File: src/ngs_pkg.sv
// shared types and constants for the next greater element stack unit
`default_nettype none
package ngs_pkg;

    // width of one array element
    localparam int unsigned DATA_W = 32;

    // answer reported when no greater element exists
    localparam logic [DATA_W-1:0] NOT_FOUND = '1;

    // controller states
    typedef enum logic [1:0] {
        ST_IDLE,
        ST_CHECK,
        ST_LOAD
    } ngs_state_t;

    // commands from the controller to the datapath
    typedef struct packed {
        logic accept;
        logic pop;
        logic load_top;
        logic finish;
    } ngs_cmd_t;

    // status from the datapath to the controller
    typedef struct packed {
        logic empty;
        logic top_le;
        logic out_hold;
    } ngs_stat_t;

endpackage
`default_nettype wire

File: src/ngs_ram.sv
// generic single-port-write, single-port-read ram with registered read
`default_nettype none
module ngs_ram #(
    parameter int unsigned WIDTH = 32,
    parameter int unsigned DEPTH = 128
) (
    input  wire logic                     aclk,
    input  wire logic                     we,
    input  wire logic [$clog2(DEPTH)-1:0] waddr,
    input  wire logic [WIDTH-1:0]         wdata,
    input  wire logic                     re,
    input  wire logic [$clog2(DEPTH)-1:0] raddr,
    output logic      [WIDTH-1:0]         rdata
);

    logic [WIDTH-1:0] mem [DEPTH];

    // write port
    always_ff @(posedge aclk) begin
        if (we) begin
            mem[waddr] <= wdata;
        end
    end

    // registered read port
    always_ff @(posedge aclk) begin
        if (re) begin
            rdata <= mem[raddr];
        end
    end

endmodule
`default_nettype wire

File: src/ngs_ctrl.sv
// controller state machine: accept, pop loop, report and push
`default_nettype none
module ngs_ctrl (
    input  wire logic              aclk,
    input  wire logic              aresetn,
    input  wire logic              s_tvalid,
    output logic                   s_tready,
    input  wire ngs_pkg::ngs_stat_t stat,
    output ngs_pkg::ngs_cmd_t      cmd
);
    import ngs_pkg::*;

    ngs_state_t state_reg;
    ngs_state_t state_next;
    logic       do_pop;

    // pop while the top candidate is not greater than the value
    assign do_pop = !stat.empty && stat.top_le;

    // state register
    always_ff @(posedge aclk) begin
        if (!aresetn) begin
            state_reg <= ST_IDLE;
        end else begin
            state_reg <= state_next;
        end
    end

    // next state
    always_comb begin
        state_next = state_reg;
        unique case (state_reg)
            ST_IDLE: begin
                if (s_tvalid) begin
                    state_next = ST_CHECK;
                end
            end
            ST_CHECK: begin
                if (do_pop) begin
                    state_next = ST_LOAD;
                end else if (!stat.out_hold) begin
                    state_next = ST_IDLE;
                end
            end
            ST_LOAD: begin
                state_next = ST_CHECK;
            end
            default: begin
                state_next = ST_IDLE;
            end
        endcase
    end

    // outputs
    always_comb begin
        cmd      = '0;
        s_tready = 1'b0;
        unique case (state_reg)
            ST_IDLE: begin
                s_tready   = 1'b1;
                cmd.accept = s_tvalid;
            end
            ST_CHECK: begin
                cmd.pop    = do_pop;
                cmd.finish = !do_pop && !stat.out_hold;
            end
            ST_LOAD: begin
                cmd.load_top = 1'b1;
            end
            default: begin
                cmd = '0;
            end
        endcase
    end

endmodule
`default_nettype wire

File: src/ngs_datapath.sv
// datapath: candidate stack in ram, cached top, count and result register
`default_nettype none
module ngs_datapath #(
    parameter int unsigned STACK_DEPTH = 128
) (
    input  wire logic                        aclk,
    input  wire logic                        aresetn,
    input  wire ngs_pkg::ngs_cmd_t           cmd,
    output ngs_pkg::ngs_stat_t               stat,
    input  wire logic [ngs_pkg::DATA_W-1:0]  s_tdata,
    input  wire logic                        s_tuser,
    output logic                             m_tvalid,
    input  wire logic                        m_tready,
    output logic      [ngs_pkg::DATA_W-1:0]  m_tdata,
    output logic      [1:0]                  m_tuser
);
    import ngs_pkg::*;

    localparam int unsigned CW = $clog2(STACK_DEPTH + 1);
    localparam int unsigned AW = $clog2(STACK_DEPTH);

    logic [DATA_W-1:0] value_reg;
    logic [DATA_W-1:0] top_reg;
    logic [DATA_W-1:0] top_next;
    logic [CW-1:0]     cnt_reg;
    logic [CW-1:0]     cnt_next;
    logic              m_tvalid_reg;
    logic              m_tvalid_next;
    logic [DATA_W-1:0] m_tdata_reg;
    logic [1:0]        m_tuser_reg;
    logic              full;
    logic              empty;
    logic              push;
    logic [AW-1:0]     rd_addr;
    logic [DATA_W-1:0] rd_data;

    assign empty = (cnt_reg == '0);
    assign full  = (cnt_reg == CW'(STACK_DEPTH));
    assign push  = cmd.finish && !full;

    // status toward the controller
    assign stat.empty    = empty;
    assign stat.top_le   = ($signed(top_reg) <= $signed(value_reg));
    assign stat.out_hold = m_tvalid_reg && !m_tready;

    // after a pop the new top sits one below the new count
    assign rd_addr = AW'(cnt_reg - CW'(2));

    // candidate stack storage
    ngs_ram #(
        .WIDTH (DATA_W),
        .DEPTH (STACK_DEPTH)
    ) u_stack_ram (
        .aclk  (aclk),
        .we    (push),
        .waddr (cnt_reg[AW-1:0]),
        .wdata (value_reg),
        .re    (cmd.pop),
        .raddr (rd_addr),
        .rdata (rd_data)
    );

    // count and cached top
    always_comb begin
        cnt_next = cnt_reg;
        top_next = top_reg;
        if (cmd.accept && s_tuser) begin
            cnt_next = '0;
        end
        if (cmd.pop) begin
            cnt_next = cnt_reg - CW'(1);
        end
        if (cmd.load_top) begin
            top_next = rd_data;
        end
        if (push) begin
            cnt_next = cnt_reg + CW'(1);
            top_next = value_reg;
        end
    end

    // result beat valid
    always_comb begin
        m_tvalid_next = m_tvalid_reg;
        if (cmd.finish) begin
            m_tvalid_next = 1'b1;
        end else if (m_tready) begin
            m_tvalid_next = 1'b0;
        end
    end

    // control registers
    always_ff @(posedge aclk) begin
        if (!aresetn) begin
            cnt_reg      <= '0;
            m_tvalid_reg <= 1'b0;
        end else begin
            cnt_reg      <= cnt_next;
            m_tvalid_reg <= m_tvalid_next;
        end
    end

    // payload registers
    always_ff @(posedge aclk) begin
        top_reg <= top_next;
        if (cmd.accept) begin
            value_reg <= s_tdata;
        end
        if (cmd.finish) begin
            m_tdata_reg <= empty ? NOT_FOUND : top_reg;
            m_tuser_reg <= {full, !empty};
        end
    end

    assign m_tvalid = m_tvalid_reg;
    assign m_tdata  = m_tdata_reg;
    assign m_tuser  = m_tuser_reg;

`ifndef ASSERT_OFF
    a_cnt_bound: assert property (@(posedge aclk) disable iff (!aresetn)
        cnt_reg <= CW'(STACK_DEPTH))
        else $error("stack count above depth");

    a_no_overwrite: assert property (@(posedge aclk) disable iff (!aresetn)
        cmd.finish |-> !(m_tvalid_reg && !m_tready))
        else $error("result overwritten while held");

    a_pop_nonempty: assert property (@(posedge aclk) disable iff (!aresetn)
        cmd.pop |-> !empty)
        else $error("pop from empty stack");

    a_push_count: assert property (@(posedge aclk) disable iff (!aresetn)
        push |=> cnt_reg == CW'($past(cnt_reg) + CW'(1)))
        else $error("push did not advance count");

    a_pop_then_load: assert property (@(posedge aclk) disable iff (!aresetn)
        cmd.pop |=> cmd.load_top)
        else $error("pop not followed by top load");
`endif

endmodule
`default_nettype wire

File: src/next_greater_element_stack_unit.sv
// top level of the next greater element stack unit
// Takes signed 32-bit array elements fed from the last element to the first
// and returns, per element, the nearest strictly greater element to its
// right (or -1 with found low). A beat with s_tuser high empties the stack
// before it is processed; reset leaves the stack empty too. When STACK_DEPTH
// candidates remain after popping, the value is not pushed and overflow is
// set. An element is accepted in the idle state, then compared and reported
// in the check state, which waits while a held result is not taken; each
// candidate it pops adds a pop and a load of the new top, since each pop waits
// on one registered read of the stack ram for the new top. Each element is
// popped at most once. One finished result may wait in the output register
// while the next beat is taken in. No clearing pass is needed after reset.
`default_nettype none
module next_greater_element_stack_unit #(
    parameter int unsigned STACK_DEPTH = 128
) (
    input  wire logic        aclk,
    input  wire logic        aresetn,
    input  wire logic        s_tvalid,
    output logic             s_tready,
    input  wire logic [31:0] s_tdata,   // value
    input  wire logic        s_tuser,   // start_req
    output logic             m_tvalid,
    input  wire logic        m_tready,
    output logic      [31:0] m_tdata,   // next_greater
    output logic      [1:0]  m_tuser    // found, overflow
);
    import ngs_pkg::*;

    ngs_cmd_t  cmd;
    ngs_stat_t stat;

    // sequencing of accept, pop loop and report
    ngs_ctrl u_ctrl (
        .aclk     (aclk),
        .aresetn  (aresetn),
        .s_tvalid (s_tvalid),
        .s_tready (s_tready),
        .stat     (stat),
        .cmd      (cmd)
    );

    // stack, compare and result register
    ngs_datapath #(
        .STACK_DEPTH (STACK_DEPTH)
    ) u_datapath (
        .aclk     (aclk),
        .aresetn  (aresetn),
        .cmd      (cmd),
        .stat     (stat),
        .s_tdata  (s_tdata),
        .s_tuser  (s_tuser),
        .m_tvalid (m_tvalid),
        .m_tready (m_tready),
        .m_tdata  (m_tdata),
        .m_tuser  (m_tuser)
    );

endmodule
`default_nettype wire

File: config.mk
export PLATFORM = sky130hd
export DESIGN_NAME = next_greater_element_stack_unit
export DESIGN_NICKNAME = d
export VERILOG_FILES = /design/src/ngs_pkg.sv /design/src/ngs_ram.sv /design/src/ngs_ctrl.sv /design/src/ngs_datapath.sv /design/src/next_greater_element_stack_unit.sv
export SDC_FILE = /design/constraint.sdc
export NUM_CORES = 2
export LEC_CHECK = 0
export BUFFER_PORTS_ARGS = -buffer_cell sky130_fd_sc_hd__buf_2
export CORE_MARGIN = 2
export CORE_UTILIZATION = 46
export DETAILED_ROUTE_END_ITERATION = 6
export HOLD_SLACK_MARGIN = 0.03
export PLACE_DENSITY = 0.61
export SLEW_MARGIN = 25
export SYNTH_ARGS = -nofsm -noshare
export SYNTH_HDL_FRONTEND = slang
export SYNTH_SLANG_ARGS = --single-unit
File: constraint.sdc
create_clock -name aclk -period 7 [get_ports aclk]
set_input_delay 1.4 -clock aclk [delete_from_list [all_inputs] [get_ports aclk]]
set_output_delay 1.4 -clock aclk [all_outputs]
set_load 0.005 [all_outputs]
==> metrics.csv <==
stage;metric;value;unit
outcome;run_status;complete, no violations;
worst_setup_path;timing_worst_setup_path_type;reg2reg;
sta;timing.final.ws_setup;1.76;ns
pwr;pwr-share-seq;45.2;%
grt;antenna_found_initial;60;
pwr;powerDensity;339;nW/um2
cts;tritoncts;done;
worst_setup_path;timing.critical_path.to_type;register;
sta;finalWorstPathRequiredPeriod;5.24;ns
sta;timing_hold_violations_final;0;
pwr;power_leakage;55.4;nW
sta;highest_attainable_clock_frequency;191;MHz
route;pre_repair_dr_iteration_count;6;
floorplan;design.portCount;73;
pwr;intPower;45.5;mW
cts;clock_tree.buffer_depth;4;
placed_design;port-buffer-count;72;
yosys;mappedNetlistArea;162000;um2
cells_and_area;final_design_area_no_fill;185000;um2
cts;clock_tree.htree_level_count;5;
cts;cts.hold.buffers_added;0;
yosys;synth_most_common_cell;sky130_fd_sc_hd__edfxtp_1;
pwr;power.combinational.fraction;19.9;%
run;maxCapViolations;0;
pwr;report.power.total;62.9;mW
sta;rsz0062_at_grt;no;
cts;clock-root-buffer;sky130_fd_sc_hd__clkbuf_16;
cells_and_area;max_flop_register;u_datapath.u_stack_ram.mem;
sta;skew;0.0603;ns
route;number_of_design_rule_violations_left_after_detail_routing;0;
yosys;synth_cells;6416;
route;detail_route.wirelength;440000;um
route;dr_total_vias;74352;
sta;slew-limit-headroom;22.6;%
grt;global_route_wire_length_before_repair;602000;um
sta;setup_violations;0;
grt;gr-max-usage-layer;met2;
route;route.detailed.wl_per_inst;37.2;um
cts;clkSlewWorstSetupHoldPaths;0.06;ns
worst_setup_path;critPathLaunchType;register;
sta;period_share;74.9;%
sta;timing.final.max_slew_violations;0;
cts;cts.repair_timing.setup_buffer_count;0;
sta;summed_negative_setup_slack_over_all_endpoints;0;ns
yosys;synth_area_leaders;sky130_fd_sc_hd__edfxtp_1, sky130_fd_sc_hd__mux4_2, sky130_fd_sc_hd__clkbuf_1, sky130_fd_sc_hd__nor2_1, sky130_fd_sc_hd__ha_1;
cells_and_area;final_core_utilization;53.0;%
placed_design;post_dp_cell_area;171000;um2
pwr;p_sw;17.4;mW
grt;grt_use_met3;5.71;%
cts;cts.sink_count;4237;
cells_and_area;finish.net_count;6918;
yosys;synth_top_cell_area_share;78.5;%
route;route.detailed.vias_per_inst;6.29;
yosys;seq_area_frac_synth;78.6;%
worst_setup_path;required;7.64;ns
worst_setup_path;crit_fanout;34;
yosys;most_area_hungry_cell_type_in_the_yosys_netlist;sky130_fd_sc_hd__edfxtp_1;
worst_hold_path;worst_min_delay_path_category;reg2reg;
yosys;synth_seq_cells;4237;
grt;globalRouteTotalUtil;24.6;%
placed_design;dp_hpwl;274000;um
route;drt_iter0_drc;11252;
grt;grt_util_met1;36.1;%
yosys;syn-num-nets;6493;
yosys;synth.top_cells.by_count;sky130_fd_sc_hd__edfxtp_1, sky130_fd_sc_hd__mux4_2, sky130_fd_sc_hd__clkbuf_1, sky130_fd_sc_hd__nor2_1, sky130_fd_sc_hd__nand2_1;
grt;grt_pass1_vias;72445;
floorplan;dieWidth;597;um
grt;groute.layer.met2.usage;36.8;%
cts;insertion_delay;0.97;ns
cts;tritoncts.num_buffers;418;
cts;cts-resized-gates;0;
yosys;syn_avg_cell_area;25.2;um2
floorplan;start_util;46.2;%
cells_and_area;layout-drive-gt1-share;34.5;%
yosys;postSynth.topFlopCell;sky130_fd_sc_hd__edfxtp_1;
pwr;clock_power_share;34.9;%
floorplan;count_of_standard_cell_rows;217;
floorplan;die_area;356000;um2
floorplan;floorplan.core_area;350000;um2
yosys;async_reset_ff_share;0;%
pwr;p_sw_share;27.7;%
placed_design;gpl.final_weighted_congestion;0.927;
cells_and_area;number_of_flip_flops_under_the_largest_register_name;4096;
route;final_antenna_net_count;0;
yosys;count_of_yosys_warnings_during_synthesis;0;
sta;tightestPinTransition;1.16;ns
yosys;synth_cell_type_count;50;
cells_and_area;syn2layout_area_growth;14.6;%
placed_design;pre_cts_slack;1.20;ns
pwr;power.ir.vdd_worst;0.320;mV
grt;grt_max_degree;141;
grt;total_grt_overflow;0;
floorplan;die_h;597;um
yosys;synth_edf_count;4226;
worst_setup_path;crit_arrival;5.88;ns
==> path summary, 6_finish.rpt <==
path / start / endpoint / slack [ns] / cells past startpoint
max: u_datapath.cnt_reg[5] / u_datapath.u_stack_ram.mem[100][31] / 1.76 / 9
min reg2reg: u_datapath.u_stack_ram.rdata[12] / u_datapath.top_reg[12] / 0.53 / 2
max reg2reg: u_datapath.cnt_reg[5] / u_datapath.u_stack_ram.mem[100][31] / 1.76 / 9
min: u_datapath.u_stack_ram.rdata[12] / u_datapath.top_reg[12] / 0.53 / 2
==> critical path, stage by stage, from the launching register on <==
cell                       delay [ns]
sky130_fd_sc_hd__dfxtp_1         0.49
sky130_fd_sc_hd__or4_4           0.74
sky130_fd_sc_hd__nor4b_4         0.33
sky130_fd_sc_hd__buf_4           0.37
sky130_fd_sc_hd__o21ai_0         0.15
sky130_fd_sc_hd__o21bai_4        0.19
sky130_fd_sc_hd__nor2_1          0.55
sky130_fd_sc_hd__nand2_4         0.72
sky130_fd_sc_hd__nor2_4          0.90
sky130_fd_sc_hd__buf_4           0.38
==> per-layer routing <==
metal / up-vias / part of all wire (%)
met5: - / 0.016
met3: 604 / 11
li1: 28895 / -
met4: 12 / 3.6
met1: 40775 / 40
met2: 4066 / 46
==> logic make-up after synthesis <==
logic type | after synthesis | synth area share [%]
muxes | 1379 | 19.0
xor gates and xnor gates | 4 | 0.0217
and+or+nand+nor | 300 | 0.817
adders and majority gates | 40 | 0.310
AOI/OAI and AO/OA | 85 | 0.317
DFF | 4237 | 78.6
buffers and inverters | 371 | 0.939
==> power by group through the flow <==
stage | clock network (mW) | registers [mW] | logic (mW)
floorplan | 0 | 29.1 | 6.53
finish | 22.0 | 28.4 | 12.5
global placement | 0 | 28.9 | 12.3
detailed placement | 0 | 28.9 | 12.4
CTS | 22.2 | 28.4 | 12.4
global route | 23.2 | 28.4 | 12.7
==> area by class of cell <==
class | instances | area (um2)
fillers | 25983 | 164000
flip-flops and latches | 4237 | 127000
multi-input cells | 1808 | 34100
clock buffers | 513 | 10900
well taps | 4599 | 5750
repair buffers | 333 | 4690
clock inverters | 252 | 2420
inverters | 43 | 161
diodes | 29 | 72.6
==> metrics by stage <==
| step | std cells | hold slack [ns] |
|---|---|---|
| after floorplan | 6416 | 0.487 |
| after global placement | 10898 | 0.510 |
| after detailed placement | 10964 | 0.515 |
| after CTS | 11729 | 0.538 |
| after global routing | 11799 | 0.565 |
| final | 11814 | 0.529 |
==> cell usage in the layout, fill, tap and decap left out, drive strengths merged, types with 37 or more instances in the layout <==
| cell | count |
|---|---|
| inv | 60 |
| mux4 | 1344 |
| edfxtp | 4226 |
| clkinv | 184 |
| bufinv | 37 |
| buf | 333 |
| ha | 40 |
| nor2 | 149 |
| clkbuf | 513 |
| o21ai | 41 |
| nand2 | 76 |
Power figures use the tool's default switching activity.
